### src/sv/lrb_pkg.sv
// ----------------------------------------------------------------------------
// Link reconnect backoff package
// Widths, codes and shared types of the link connection manager.
// ----------------------------------------------------------------------------
package lrb_pkg;

  localparam int TIME_W     = 32;
  localparam int FAIL_W     = 16;
  localparam int CFG_W      = 32;
  localparam int CFG_IDX_W  = 2;
  localparam int IN_DATA_W  = 72;
  localparam int OUT_DATA_W = 56;

  // Link state codes as seen on the result stream.
  localparam logic [2:0] LS_INIT         = 3'd0;
  localparam logic [2:0] LS_CONNECTING   = 3'd1;
  localparam logic [2:0] LS_CONNECTED    = 3'd2;
  localparam logic [2:0] LS_FAILED       = 3'd3;
  localparam logic [2:0] LS_PORTAL       = 3'd4;
  localparam logic [2:0] LS_RECONNECTING = 3'd5;

  // Event codes carried in tuser.
  localparam logic [1:0] OP_TICK    = 2'd0;
  localparam logic [1:0] OP_REQUEST = 2'd1;
  localparam logic [1:0] OP_RELEASE = 2'd2;
  localparam logic [1:0] OP_START   = 2'd3;

  // Configuration register indexes.
  localparam logic [CFG_IDX_W-1:0] CFG_CONNECT_TIMEOUT = 2'd0;
  localparam logic [CFG_IDX_W-1:0] CFG_INITIAL_BACKOFF = 2'd1;
  localparam logic [CFG_IDX_W-1:0] CFG_MAX_BACKOFF     = 2'd2;
  localparam logic [CFG_IDX_W-1:0] CFG_BATTERY_MODE    = 2'd3;

  localparam logic [TIME_W-1:0] CONNECT_TIMEOUT_RST = 32'd15000;
  localparam logic [TIME_W-1:0] INITIAL_BACKOFF_RST = 32'd1000;
  localparam logic [TIME_W-1:0] MAX_BACKOFF_RST     = 32'd300000;

  // Timing and counter results handed from the arithmetic unit to the FSM.
  typedef struct packed {
    logic              timeout_hit;
    logic              backoff_done;
    logic              deadline_passed;
    logic [TIME_W-1:0] request_deadline;
    logic [TIME_W-1:0] start_deadline;
    logic [TIME_W-1:0] backoff_doubled;
    logic [FAIL_W-1:0] failures_inc;
  } arith_t;

endpackage

### src/sv/lrb_arith.sv
// ----------------------------------------------------------------------------
// Link reconnect arithmetic
// Wrapping time compares, deadline sums, backoff doubling and failure count.
// ----------------------------------------------------------------------------
module lrb_arith (
  input  logic [lrb_pkg::TIME_W-1:0] now_ms,
  input  logic [lrb_pkg::TIME_W-1:0] keep_alive_ms,
  input  logic [lrb_pkg::TIME_W-1:0] attempt_start_ms,
  input  logic [lrb_pkg::TIME_W-1:0] last_attempt_ms,
  input  logic [lrb_pkg::TIME_W-1:0] backoff_ms,
  input  logic [lrb_pkg::TIME_W-1:0] request_deadline_ms,
  input  logic [lrb_pkg::TIME_W-1:0] connect_timeout_ms,
  input  logic [lrb_pkg::TIME_W-1:0] max_backoff_ms,
  input  logic [lrb_pkg::FAIL_W-1:0] failures,
  output lrb_pkg::arith_t            arith
);

  logic [lrb_pkg::TIME_W-1:0] since_attempt;
  logic [lrb_pkg::TIME_W-1:0] since_last;
  logic [lrb_pkg::TIME_W-1:0] until_ms;

  // Differences and sums wrap at the time width.
  assign since_attempt = now_ms - attempt_start_ms;
  assign since_last    = now_ms - last_attempt_ms;
  assign until_ms      = now_ms + keep_alive_ms;

  always_comb begin
    arith.timeout_hit      = (since_attempt >= connect_timeout_ms);
    arith.backoff_done     = (since_last >= backoff_ms);
    // The deadline is compared as a plain unsigned value.
    arith.deadline_passed  = !(request_deadline_ms > now_ms);
    arith.request_deadline = (until_ms > request_deadline_ms) ? until_ms : request_deadline_ms;
    arith.start_deadline   = now_ms + connect_timeout_ms;
    arith.backoff_doubled  = (backoff_ms > (max_backoff_ms >> 1)) ?
                             max_backoff_ms : {backoff_ms[lrb_pkg::TIME_W-2:0], 1'b0};
    arith.failures_inc     = (&failures) ? failures : failures + 1'b1;
  end

endmodule

### src/sv/link_reconnect_backoff_fsm.sv
// An accepted event goes to the input register; the state and result registers
// load it from there once the result register is empty or being drained.
// Throughput: one event per cycle while results are not stalled; the whole
// state update is a single compare-and-update step between the two registers.
// Reset: synchronous, active high; clears the FSM to init, zeroes the timers
// and counters, loads the configuration defaults and empties both stages.
// ----------------------------------------------------------------------------
// Link reconnect backoff FSM
// Link connection manager with timed attempts and exponential retry backoff.
// ----------------------------------------------------------------------------
module link_reconnect_backoff_fsm (
  input  logic                              clk,
  input  logic                              rst,
  // Event stream.
  input  logic                              s_tvalid,
  output logic                              s_tready,
  // s_tdata: now_ms[31:0], keep_alive_ms[63:32], link_up[64], credentials_saved[65],
  //          provisioning_mode[66], portal_still_running[67], zero fill[71:68]
  input  logic [lrb_pkg::IN_DATA_W-1:0]     s_tdata,
  // s_tuser: operation[1:0]
  input  logic [1:0]                        s_tuser,
  // Result stream.
  output logic                              m_tvalid,
  input  logic                              m_tready,
  // m_tdata: link_state[2:0], state_changed[3], connect_cmd[4], disconnect_cmd[5],
  //          portal_cmd[6], failure_total[22:7], retry_wait_ms[54:23], zero fill[55]
  output logic [lrb_pkg::OUT_DATA_W-1:0]    m_tdata,
  // Configuration write port.
  input  logic                              cfg_we,
  input  logic [lrb_pkg::CFG_IDX_W-1:0]     cfg_index,
  input  logic [lrb_pkg::CFG_W-1:0]         cfg_data
);

  typedef enum logic [2:0] {
    S_INIT         = lrb_pkg::LS_INIT,
    S_CONNECTING   = lrb_pkg::LS_CONNECTING,
    S_CONNECTED    = lrb_pkg::LS_CONNECTED,
    S_FAILED       = lrb_pkg::LS_FAILED,
    S_PORTAL       = lrb_pkg::LS_PORTAL,
    S_RECONNECTING = lrb_pkg::LS_RECONNECTING
  } state_t;

  // Configuration.
  logic [lrb_pkg::TIME_W-1:0] connect_timeout;
  logic [lrb_pkg::TIME_W-1:0] initial_backoff;
  logic [lrb_pkg::TIME_W-1:0] max_backoff;
  logic                       battery_mode;

  // Input stage.
  logic                       in_valid;
  logic [1:0]                 in_op;
  logic [lrb_pkg::TIME_W-1:0] in_now;
  logic [lrb_pkg::TIME_W-1:0] in_keep;
  logic                       in_up;
  logic                       in_creds;
  logic                       in_prov;
  logic                       in_portal_run;

  // Manager state.
  state_t                     fsm;
  logic                       started;
  logic                       portal_on;
  logic [lrb_pkg::TIME_W-1:0] attempt_start;
  logic [lrb_pkg::TIME_W-1:0] last_attempt;
  logic [lrb_pkg::TIME_W-1:0] backoff;
  logic [lrb_pkg::FAIL_W-1:0] failures;
  logic [lrb_pkg::TIME_W-1:0] deadline;

  state_t                     fsm_next;
  logic                       started_next;
  logic                       portal_on_next;
  logic [lrb_pkg::TIME_W-1:0] attempt_start_next;
  logic [lrb_pkg::TIME_W-1:0] last_attempt_next;
  logic [lrb_pkg::TIME_W-1:0] backoff_next;
  logic [lrb_pkg::FAIL_W-1:0] failures_next;
  logic [lrb_pkg::TIME_W-1:0] deadline_next;

  // Output stage.
  logic                       out_valid;
  logic [lrb_pkg::OUT_DATA_W-1:0] out_data;
  logic [lrb_pkg::OUT_DATA_W-1:0] out_data_next;

  // Event decode.
  logic base_portal;
  logic start_ev;
  logic do_launch;
  logic again;
  logic do_portal;
  logic do_link;
  logic do_fail;
  logic fail_disc;
  logic do_failed_only;
  logic link_drop;
  logic changed;
  logic connect_cmd;
  logic disconnect_cmd;
  logic portal_cmd;
  logic fire;

  lrb_pkg::arith_t arith;

  lrb_arith u_arith (
    .now_ms              (in_now),
    .keep_alive_ms       (in_keep),
    .attempt_start_ms    (attempt_start),
    .last_attempt_ms     (last_attempt),
    .backoff_ms          (backoff),
    .request_deadline_ms (deadline),
    .connect_timeout_ms  (connect_timeout),
    .max_backoff_ms      (max_backoff),
    .failures            (failures),
    .arith               (arith)
  );

  // The held event moves on when the result register is empty or being drained.
  assign fire     = in_valid && (!out_valid || m_tready);
  assign s_tready = !in_valid || fire;
  assign m_tvalid = out_valid;
  assign m_tdata  = out_data;

  always_comb begin
    fsm_next           = fsm;
    started_next       = started;
    portal_on_next     = portal_on;
    attempt_start_next = attempt_start;
    last_attempt_next  = last_attempt;
    backoff_next       = backoff;
    failures_next      = failures;
    deadline_next      = deadline;
    base_portal        = portal_on;
    start_ev           = 1'b0;
    do_launch          = 1'b0;
    again              = 1'b0;
    do_portal          = 1'b0;
    do_link            = 1'b0;
    do_fail            = 1'b0;
    fail_disc          = 1'b0;
    do_failed_only     = 1'b0;
    link_drop          = 1'b0;
    connect_cmd        = 1'b0;
    disconnect_cmd     = 1'b0;
    portal_cmd         = 1'b0;

    case (in_op)
      lrb_pkg::OP_TICK: begin
        if (started) begin
          if (portal_on) begin
            // The portal closed on its own: resume from the link status.
            if (!in_portal_run) begin
              portal_on_next = 1'b0;
              if (in_up) begin
                do_link = 1'b1;
              end else if (in_creds) begin
                do_launch = 1'b1;
                again     = 1'b1;
              end else begin
                do_failed_only = 1'b1;
              end
            end
          end else if (in_up) begin
            do_link = 1'b1;
          end else begin
            case (fsm)
              S_INIT: begin
                if (in_prov) begin
                  do_portal = 1'b1;
                end else if (in_creds) begin
                  do_launch = 1'b1;
                end else begin
                  do_failed_only = 1'b1;
                end
              end
              S_CONNECTING, S_RECONNECTING: begin
                if (arith.timeout_hit) begin
                  do_fail   = 1'b1;
                  fail_disc = 1'b1;
                end
              end
              S_FAILED: begin
                if (arith.backoff_done) begin
                  if (in_prov) begin
                    do_portal = 1'b1;
                  end else if (in_creds) begin
                    do_launch = 1'b1;
                    again     = 1'b1;
                  end
                end
              end
              default: begin
                // A link lost while connected or in the portal state.
                if (in_prov) begin
                  do_portal = 1'b1;
                end else begin
                  do_fail = 1'b1;
                end
              end
            endcase
          end
        end
      end
      lrb_pkg::OP_REQUEST: begin
        deadline_next = arith.request_deadline;
        if (fsm == S_INIT && in_creds) begin
          do_launch = 1'b1;
        end else if (fsm == S_FAILED && in_creds && arith.backoff_done) begin
          do_launch = 1'b1;
          again     = 1'b1;
        end
      end
      lrb_pkg::OP_RELEASE: begin
        deadline_next = '0;
      end
      default: begin
        started_next       = 1'b1;
        portal_on_next     = 1'b0;
        base_portal        = 1'b0;
        start_ev           = 1'b1;
        attempt_start_next = '0;
        last_attempt_next  = '0;
        backoff_next       = initial_backoff;
        failures_next      = '0;
        deadline_next      = arith.start_deadline;
        fsm_next           = S_INIT;
        if (in_prov) begin
          do_portal = 1'b1;
        end else if (in_creds) begin
          do_launch = 1'b1;
        end else begin
          do_failed_only = 1'b1;
        end
      end
    endcase

    if (do_launch) begin
      connect_cmd        = 1'b1;
      attempt_start_next = in_now;
      last_attempt_next  = in_now;
      fsm_next           = again ? S_RECONNECTING : S_CONNECTING;
    end
    if (do_portal && !base_portal) begin
      disconnect_cmd     = 1'b1;
      portal_cmd         = 1'b1;
      portal_on_next     = 1'b1;
      attempt_start_next = '0;
      fsm_next           = S_PORTAL;
    end
    if (do_link) begin
      attempt_start_next = '0;
      failures_next      = '0;
      backoff_next       = initial_backoff;
      // In battery mode an idle link is dropped right after it connects.
      link_drop          = battery_mode && !portal_on_next && arith.deadline_passed;
      disconnect_cmd     = link_drop;
      fsm_next           = link_drop ? S_INIT : S_CONNECTED;
    end
    if (do_fail) begin
      disconnect_cmd    = fail_disc;
      failures_next     = arith.failures_inc;
      last_attempt_next = in_now;
      backoff_next      = arith.backoff_doubled;
      fsm_next          = S_FAILED;
    end
    if (do_failed_only) begin
      fsm_next = S_FAILED;
    end

    // A start or a connect-then-drop passes through another state on the way.
    changed = start_ev || link_drop || (fsm_next != fsm);

    out_data_next = {1'b0, backoff_next, failures_next, portal_cmd, disconnect_cmd,
                     connect_cmd, changed, fsm_next};
  end

  always_ff @(posedge clk) begin
    if (rst) begin
      connect_timeout <= lrb_pkg::CONNECT_TIMEOUT_RST;
      initial_backoff <= lrb_pkg::INITIAL_BACKOFF_RST;
      max_backoff     <= lrb_pkg::MAX_BACKOFF_RST;
      battery_mode    <= 1'b0;
      in_valid        <= 1'b0;
      out_valid       <= 1'b0;
      fsm             <= S_INIT;
      started         <= 1'b0;
      portal_on       <= 1'b0;
      attempt_start   <= '0;
      last_attempt    <= '0;
      backoff         <= '0;
      failures        <= '0;
      deadline        <= '0;
    end else begin
      if (cfg_we) begin
        case (cfg_index)
          lrb_pkg::CFG_CONNECT_TIMEOUT: connect_timeout <= cfg_data;
          lrb_pkg::CFG_INITIAL_BACKOFF: initial_backoff <= cfg_data;
          lrb_pkg::CFG_MAX_BACKOFF:     max_backoff     <= cfg_data;
          lrb_pkg::CFG_BATTERY_MODE:    battery_mode    <= cfg_data[0];
          default:                      battery_mode    <= battery_mode;
        endcase
      end

      if (s_tready) begin
        in_valid <= s_tvalid;
      end
      if (s_tvalid && s_tready) begin
        in_op         <= s_tuser;
        in_now        <= s_tdata[31:0];
        in_keep       <= s_tdata[63:32];
        in_up         <= s_tdata[64];
        in_creds      <= s_tdata[65];
        in_prov       <= s_tdata[66];
        in_portal_run <= s_tdata[67];
      end

      if (fire) begin
        out_valid     <= 1'b1;
        out_data      <= out_data_next;
        fsm           <= fsm_next;
        started       <= started_next;
        portal_on     <= portal_on_next;
        attempt_start <= attempt_start_next;
        last_attempt  <= last_attempt_next;
        backoff       <= backoff_next;
        failures      <= failures_next;
        deadline      <= deadline_next;
      end else if (m_tready) begin
        out_valid <= 1'b0;
      end
    end
  end

endmodule

### config.mk
export PLATFORM = sky130hd
export DESIGN_NAME = link_reconnect_backoff_fsm
export DESIGN_NICKNAME = d
export VERILOG_FILES = /design/src/sv/lrb_pkg.sv /design/src/sv/lrb_arith.sv /design/src/sv/link_reconnect_backoff_fsm.sv
export SDC_FILE = /design/constraint.sdc
export NUM_CORES = 1
export LEC_CHECK = 0
export BUFFER_PORTS_ARGS = -buffer_cell sky130_fd_sc_hd__buf_4
export CORE_ASPECT_RATIO = 1.2
export CORE_MARGIN = 2
export CORE_UTILIZATION = 30
export CTS_CLUSTER_SIZE = 8
export DETAILED_ROUTE_END_ITERATION = 6
export PLACE_DENSITY_LB_ADDON = 0.1
export SLEW_MARGIN = 20
export SYNTH_ARGS = -nofsm -noshare
export SYNTH_HDL_FRONTEND = slang
export SYNTH_HIERARCHICAL = 1
export SYNTH_SLANG_ARGS = --single-unit
### constraint.sdc
create_clock -name clk -period 5.8 [get_ports clk]
set_input_delay 0.29 -clock clk [delete_from_list [all_inputs] [get_ports clk]]
set_output_delay 0.29 -clock clk [all_outputs]
set_load 0.03 [all_outputs]
==> tab_implementation.tex, run 1 <==
\begin{tabular}{lr}
\hline
Metric & Value \\
\hline
\multicolumn{2}{l}{\textbf{GRT}} \\
\quad Vias in the first global route & roughly 23000 \\
\quad Wire length of the first global-routing pass & 130000 um \\
\quad Antenna violations before repair & 2 \\
\quad GR Util All Layers & 19.0\% \\
\quad Pin count of the biggest net entering global routing & 194 \\
\quad Overflow left after global routing & 0 \\
\multicolumn{2}{l}{\textbf{STA}} \\
\quad Max-slew violation count & 0 \\
\quad Share of the clock period used by the worst path after layout & 103\% \\
\quad Time the final worst path needs with I/O delays and setup & 5.99 ns \\
\quad Setup repair after global routing missed its margin & yes \\
\quad Post-route clock skew & between 0.02 and 0.025 ns \\
\quad Number of setup violations in the final report & 48 \\
\quad PnR worst setup slack & -0.186 ns \\
\quad Setup total negative slack & -2.61 ns \\
\quad Max-Slew Margin vs Limit & a little over a fifth \\
\quad Slew at the pin with the worst max-slew slack & 1.18 ns \\
\quad Achievable frequency & roughly 0.17 GHz \\
\quad Hold violation total from the final report & 0 \\
\multicolumn{2}{l}{\textbf{Worst setup path}} \\
\quad Worst-path cell with the longest stage delay & or4\_4 \\
\quad Most common cell on crit path & a21oi\_2 \\
\quad Worst setup path endpoint & m\_tdata[3] \\
\quad Reg-to-reg critical path endpoint & m\_tdata[3] \\
\quad Critical-path maximum fanout & 4 \\
\quad Start-to-end type of the worst setup path & register to register \\
\quad Critical Path RT & 6.16 ns \\
\quad Kind of cell adding the most delay to the critical path & compound AO/OA/AOI/OAI gates \\
\quad Total stage count of the critical path & 26 \\
\quad Setup crit start & in\_now[1] \\
\quad Sum of buffers and inverters on the critical path & 1 \\
\quad Worst Path Arrival & about 6.4 ns \\
\quad Worst setup SP type & register \\
\quad Reg-to-reg slack, setup & -0.19 ns \\
\quad Maximum single-stage delay on the critical path & roughly 0.52 ns \\
\quad Depth of the worst register-to-register path & 26 \\
\quad Launching point of the worst reg2reg path & in\_now[1] \\
\quad Crit. End Element & register \\
\multicolumn{2}{l}{\textbf{Place}} \\
\quad Dpl hpwl & 62500 um \\
\quad Placed instance count & 4309 \\
\quad GP Congestion & 0.850 \\
\quad Number of input and output port buffers inserted & 165 \\
\quad Area after DPL & roughly 0.029 sq mm \\
\multicolumn{2}{l}{\textbf{Floorplan}} \\
\quad I/O pins & 171 \\
\quad Chip Width & between 200 and 300 um \\
\quad Std cell rows & 116 \\
\quad Starting density of the core & 30.3\% \\
\quad Height of the die & 323 um \\
\quad Core region area & between 0.08 and 0.09 sq mm \\
\quad Area enclosed by the die boundary & 0.0869 sq mm \\
\multicolumn{2}{l}{\textbf{Routing}} \\
\quad Remaining antenna violation count after routing & 0 \\
\quad Total routed wirelength & 88900 um \\
\quad Routed wire per std cell & 19.4 um \\
\quad Overall via count from detail\_route & around 23000 \\
\quad Number of DRC markers after the initial detailed-route iteration & 1144 \\
\quad Via count normalized by instance count & 5.03 \\
\quad First-pass iteration count of the detailed router & 7 \\
\quad DRC Markers & 0 \\
\multicolumn{2}{l}{\textbf{Finish}} \\
\quad Area growth from synthesis to final layout & 34.8\% \\
\quad N\_diodes & 0 \\
\quad Fin area & 0.0342 sq mm \\
\quad Layout Nets & 3828 \\
\quad Finished Layout Cells & $\sim$4600 \\
\quad Share of post-route cells with drive strength above 1 & 22.4\% \\
\multicolumn{2}{l}{\textbf{Clock network}} \\
\quad Num Clock Sinks & about 370 \\
\quad Clock network latency to the later pin of the worst-skew pair & $\sim$0.63 ns \\
\quad CTS Root Cell & clkbuf\_16 \\
\quad CTS clock-pin slew for the worst setup and hold paths & 0.05 ns \\
\quad Total CTS buffers & 54 \\
\quad CTS tree & yes \\
\quad Maximum buffer depth of the clock tree & 3 \\
\quad Total number of H-tree levels & 2 \\
\multicolumn{2}{l}{\textbf{Yosys}} \\
\quad Number of cells produced by synthesis & 2968 \\
\quad Post-synthesis register bit count & $\sim$370 \\
\quad Most instantiated flip-flop cell in the synthesis netlist & dfxtp\_1 \\
\quad Mean instance size in the synthesized netlist & around 8.5 sq um \\
\quad Fraction of synthesis flops using an asynchronous set or reset pin & 0\% \\
\quad Post-synthesis sequential area ratio & 34.4\% \\
\quad Most used standard cell by instance count after synthesis & nand2\_1 \\
\quad Synthesized Nets & roughly 3400 \\
\quad Number of synthesis warnings & 6 \\
\quad Area share of the largest cell type after synthesis & 19.6\% \\
\quad Post-synth EDFFs & 125 \\
\quad Mapped Area & 0.0254 sq mm \\
\quad Leading cell types by count after synthesis & nand2\_1, a21oi\_1, ha\_1 \\
\quad Count of unique library cells instantiated by Yosys & 92 \\
\quad Leading post-synthesis cells by cell area & dfxtp\_1, edfxtp\_1, ha\_1 \\
\quad Cell taking the most area after synthesis & dfxtp\_1 \\
\multicolumn{2}{l}{\textbf{Pwr}} \\
\quad Pwr Density & 225 mW/mm\^{}2 \\
\quad Leakage power & 14.4 nW \\
\quad Max VDD drop & 0.000202 V \\
\multicolumn{2}{l}{\textbf{Outcome}} \\
\quad Status & complete, but fails checks \\
\quad Violations in the final reports & setup timing \\
\multicolumn{2}{l}{\textbf{Min path}} \\
\quad Worst min-delay path class & input port to register \\
\multicolumn{2}{l}{\textbf{Flow run}} \\
\quad Max cap viols & 0 \\
\hline
\end{tabular}
==> area by class of cell <==
class	count	area (sq um)
repair buffers	527	4870
multi-input cells	2207	16600
clock inverters	2	32.5
well taps	1121	1400
fillers	8418	49400
inverters	261	980
flip-flops and latches	373	8720
clock buffers	88	1540
==> kinds of logic (layout without fill, tap and decap cells) <==
group	count (synthesis)	in the layout	synth area share, %
compound gates	796	796	20.5
xor+xnor	117	117	4.04
fa+ha+maj	291	291	14.5
buf+inv	388	878	5.83
flops	373	373	34.4
mux	100	100	4.12
other cells	1	1	0.0148
simple gates	902	902	16.7
==> cells in the final DEF (no fill, tap or decap), drive strengths merged, types with 41 or more instances in the layout <==
master and n:
mux2i 64, nor3 59, dfxtp 248, xnor2 84
a21o 106, inv 261, nand3 55, nand2 379
a21oi 314, a211oi 41, edfxtp 125, nor2b 59
o21ai 94, dlygate4sd3 106, ha 287, nor2 180
clkbuf 100, buf 409
==> power by group <==
part           switching [W]  internal (W)
logic               0.000922      0.000824
clock network        0.00126       0.00179
registers          0.0000927       0.00280
total                0.00228       0.00541
==> metrics by stage <==
step / util, % / total power, W / worst slack [ns] / hold WS (ns)
floorplan: - / 0.00394 / 0.0802 / 0.389
global placement: 34.8 / 0.00446 / -0.203 / 0.441
detailed placement: 34.8 / 0.00448 / -0.313 / 0.447
CTS: 38.4 / 0.00769 / -0.0431 / 0.0463
global route: 40.9 / 0.00808 / -0.426 / 0.0781
finish: 40.9 / 0.00769 / -0.186 / 0.0804
==> state kept, by name (all words and copies together) (netlist names), 3 cells and up <==
register / flops
in_keep: 32
fsm: 3
attempt_start: 32
initial_backoff: 32
deadline: 32
connect_timeout: 32
backoff: 32
in_now: 32
max_backoff: 32
failures: 16
m_tdata: 55
last_attempt: 32
==> worst register-to-register path, cell delays in order (launching register included) <==
cell	delay [ns]
edfxtp_1	0.48
buf_6	0.17
fa_2	0.39
a211o_1	0.27
o211ai_1	0.25
a211oi_2	0.18
o21a_1	0.26
o22a_1	0.23
a31oi_1	0.23
o21bai_1	0.13
a21oi_2	0.16
xnor2_1	0.09
ha_1	0.34
a21oi_2	0.17
nor2b_1	0.06
o21ai_1	0.14
nand2b_1	0.10
a21oi_2	0.12
nor2b_1	0.05
o21ai_1	0.15
nand3_2	0.08
and3b_2	0.23
a311oi_4	0.29
o32ai_2	0.13
a211o_1	0.26
mux2_4	0.26
or4_4	0.52
==> worst min path at each step <==
stage / end / cells past startpoint / from / slack, ns
2_1_floorplan: in_creds / 0 / s_tdata[65] / 0.39
3_3_place_gp: initial_backoff[18] / 2 / initial_backoff[18] / 0.44
3_5_place_dp: max_backoff[0] / 2 / max_backoff[0] / 0.45
4_1_cts: battery_mode / 4 / cfg_index[1] / 0.05
5_1_grt: battery_mode / 4 / cfg_index[1] / 0.08
6_report: battery_mode / 4 / cfg_index[1] / 0.08
==> routing by layer <==
| metal | vias up | routed length, um | global-route usage (%) |
|---|---|---|---|
| met4 | 0 | 2740 | 5.69 |
| met1 | 11000 | 40000 | 24.3 |
| met2 | 432 | 43400 | 33.5 |
| met3 | 129 | 2830 | 2.26 |
| met5 | - | 0 | 0 |
| li1 | 11500 | - | - |
==> what timing repair did <==
action / in CTS / in global routing
pin swaps: 36 / 145
buffers inserted: 11 / 44
cloned: 2 / 17
hold buffers: 106 / 0
endpoints found under the setup margin: 130 / 196
resized for setup: 57 / 288
hold endpoints to repair: 177 / 0
(Power assumes the default switching activity.)
==> run 2: changes to the inputs <==
--- a/config.mk
+++ b/config.mk
@@ -7,7 +7,6 @@
 export LEC_CHECK = 0
 export BUFFER_PORTS_ARGS = -buffer_cell sky130_fd_sc_hd__buf_4
 export CORE_ASPECT_RATIO = 1.2
-export CORE_MARGIN = 2
 export CORE_UTILIZATION = 30
 export CTS_CLUSTER_SIZE = 8
 export DETAILED_ROUTE_END_ITERATION = 6
==> tab_implementation.tex, run 2 (synthesis gave the netlist of run 1 again) <==
\begin{tabular}{lr}
\hline
Metric & Value \\
\hline
\multicolumn{2}{l}{\textbf{Clock network}} \\
\quad Maximum buffer depth of the clock tree & 3 (unchanged) \\
\quad CTS clock-pin slew for the worst setup and hold paths & 0.06 ns (about the same) \\
\quad Clock network latency to the later pin of the worst-skew pair & 0.62 ns (about the same) \\
\quad Total number of H-tree levels & 2 (unchanged) \\
\quad Num Clock Sinks & 373 (unchanged) \\
\quad CTS tree & yes \\
\quad Total CTS buffers & 54 (unchanged) \\
\quad CTS Root Cell & clkbuf\_16 \\
\multicolumn{2}{l}{\textbf{Worst setup path}} \\
\quad Maximum single-stage delay on the critical path & 0.47 ns (-0.05 ns) \\
\quad Sum of buffers and inverters on the critical path & 2 (+1) \\
\quad Critical Path RT & 6.15 ns (about the same) \\
\quad Crit. End Element & register \\
\quad Worst Path Arrival & 6.20 ns (-0.15 ns) \\
\quad Worst-path cell with the longest stage delay & or4\_4 \\
\quad Start-to-end type of the worst setup path & register to register \\
\quad Worst setup SP type & register \\
\quad Kind of cell adding the most delay to the critical path & compound AO/OA/AOI/OAI gates \\
\quad Critical-path maximum fanout & 4 (unchanged) \\
\multicolumn{2}{l}{\textbf{STA}} \\
\quad Max-Slew Margin vs Limit & 25.0\% (+3.5 points) \\
\quad Setup repair after global routing missed its margin & yes \\
\quad Max-slew violation count & 0 (unchanged) \\
\quad Achievable frequency & 0.171 GHz (+2.3\%) \\
\quad Share of the clock period used by the worst path after layout & 101\% (-2.3 points) \\
\quad Setup total negative slack & -0.0512 ns (+2.56 ns) \\
\quad PnR worst setup slack & -0.0512 ns (+0.135 ns) \\
\quad Hold violation total from the final report & 0 (unchanged) \\
\quad Number of setup violations in the final report & 1 (-98\%) \\
\quad Post-route clock skew & 0.0196 ns (-0.00145 ns) \\
\quad Time the final worst path needs with I/O delays and setup & 5.85 ns (-0.135 ns) \\
\quad Slew at the pin with the worst max-slew slack & 1.11 ns (-0.0670 ns) \\
\multicolumn{2}{l}{\textbf{Floorplan}} \\
\quad Core region area & 0.0836 sq mm (unchanged) \\
\quad Std cell rows & 116 (unchanged) \\
\quad I/O pins & 171 (unchanged) \\
\quad Area enclosed by the die boundary & 0.0857 sq mm (-1.4\%) \\
\quad Height of the die & 321 um (-0.62\%) \\
\quad Chip Width & 267 um (-0.74\%) \\
\quad Starting density of the core & 30.3\% (unchanged) \\
\multicolumn{2}{l}{\textbf{Min path}} \\
\quad Worst min-delay path class & input port to register \\
\multicolumn{2}{l}{\textbf{Routing}} \\
\quad Via count normalized by instance count & 5.03 (about the same) \\
\quad DRC Markers & 0 (unchanged) \\
\quad Number of DRC markers after the initial detailed-route iteration & 1189 (+3.9\%) \\
\quad Remaining antenna violation count after routing & 0 (unchanged) \\
\quad Overall via count from detail\_route & 22900 (-0.66\%) \\
\quad Routed wire per std cell & 19.0 um (-2.3\%) \\
\quad Total routed wirelength & 86200 um (-3.1\%) \\
\quad First-pass iteration count of the detailed router & 5 (-2) \\
\multicolumn{2}{l}{\textbf{Finish}} \\
\quad Layout Nets & 3789 (-1.0\%) \\
\quad Area growth from synthesis to final layout & 30.2\% \\
\quad Share of post-route cells with drive strength above 1 & 19.1\% (-3.3 points) \\
\quad Most common cell after layout, fill and taps aside & nand2\_1 \\
\quad Most frequent cells in the layout & nand2\_1, buf\_4, ha\_1 \\
\quad Fin area & 0.0330 sq mm (-3.4\%) \\
\quad Flip-flop count of the largest register after layout & 55 (unchanged) \\
\multicolumn{2}{l}{\textbf{Place}} \\
\quad Dpl hpwl & 63800 um (+2.0\%) \\
\quad GP Congestion & 0.888 (+4.5\%) \\
\quad Number of input and output port buffers inserted & 165 (unchanged) \\
\quad Area after DPL & 0.0291 sq mm (about the same) \\
\multicolumn{2}{l}{\textbf{Pwr}} \\
\quad Max VDD drop & 0.000191 V (-5.2\%) \\
\quad Leakage power & 13.8 nW (-4.0\%) \\
\quad Pwr Density & 230 mW/mm\^{}2 (+2.2\%) \\
\multicolumn{2}{l}{\textbf{Outcome}} \\
\quad Status & complete, but fails checks \\
\quad Violations in the final reports & setup timing \\
\multicolumn{2}{l}{\textbf{GRT}} \\
\quad GR Util All Layers & 19.6\% (+0.56 points) \\
\quad Antenna violations before repair & 5 (+3) \\
\quad Vias in the first global route & 23000 (-0.50\%) \\
\quad Overflow left after global routing & 0 (unchanged) \\
\quad Wire length of the first global-routing pass & 130000 um (+0.11\%) \\
\quad Pin count of the biggest net entering global routing & 91 (-53\%) \\
\multicolumn{2}{l}{\textbf{Flow run}} \\
\quad Max cap viols & 0 (unchanged) \\
\hline
\end{tabular}
-- run 2: changes by cell type in the layout (fill, tap and decap cells not counted), sizes merged --
| cell | before | now |
|---|---|---|
| dlygate4sd3 | 106 | 104 |
| clkbuf | 100 | 93 |
| clkinv | 2 | 1 |
| diode | 0 | 3 |
| inv | 261 | 264 |
| buf | 409 | 379 |
-- run 2: worst reg2reg max path: cells and delay by family (launching register included) --
kind / cells / cell delay (ns)
flops: 1 / 0.40
buf+inv: 2 / 0.14
simple gates: 6 / 0.97
compound gates: 15 / 2.88
mux: 1 / 0.26
xor+xnor: 1 / 0.10
fa+ha+maj: 3 / 0.84
-- run 2: final timing paths --
check        cells after the start             from  slack [ns]              end
max                             28        in_now[0]       -0.05       m_tdata[3]
max reg2reg                     28        in_now[0]       -0.05       m_tdata[3]
min reg2reg                      2  max_backoff[16]        0.45  max_backoff[16]
min                              4     cfg_index[1]        0.09     battery_mode
-- run 2: what timing repair did --
action	in CTS	in global routing
gates resized for setup	43	152
endpoints found under the setup margin	134	200
setup buffers	7	19
gates cloned	4	6
pin swaps	27	114
hold endpoints to repair	168	0
hold buffers	104	0
-- run 2: where the power goes --
part           switching (W)  internal [W]  total, W  leakage, nW
registers          0.0000895       0.00280   0.00289         3.21
logic               0.000898      0.000794   0.00169         9.84
clock network        0.00125       0.00176   0.00301        0.750
-- run 2: routing by layer --
layer / GRT usage [%] / vias to the layer above / wire length (um)
li1: - / 11400 / -
met1: 25.6 / 10900 / 40000
met2: 33.2 / 448 / 40900
met3: 2.17 / 116 / 2730
met4: 6.72 / 0 / 2640
met5: 0 / - / 0
-- run 2: per-stage QoR --
stage	total power, W	setup slack (ns)	hold WS, ns	utilization (%)	std cells
floorplan	0.00394	0.0802	0.389	-	2968
global placement	0.00446	-0.222	0.441	34.8	4311
detailed placement	0.00449	-0.285	0.447	34.8	4311
CTS	0.00767	-0.110	0.0517	38.3	4518
global route	0.00800	-0.308	0.134	39.5	4542
finish	0.00759	-0.0512	0.0939	39.5	4545
-- run 2: layout make-up --
cell class	count	area, sq um
Fill cell	8519	50600
Antenna cell	3	7.51
Inverter	261	980
Tap cell	1121	1400
Sequential cell	373	8720
Timing Repair Buffer	488	4310
Clock inverter	4	40.0
Clock buffer	88	1520
Multi-Input combinational cell	2207	16000
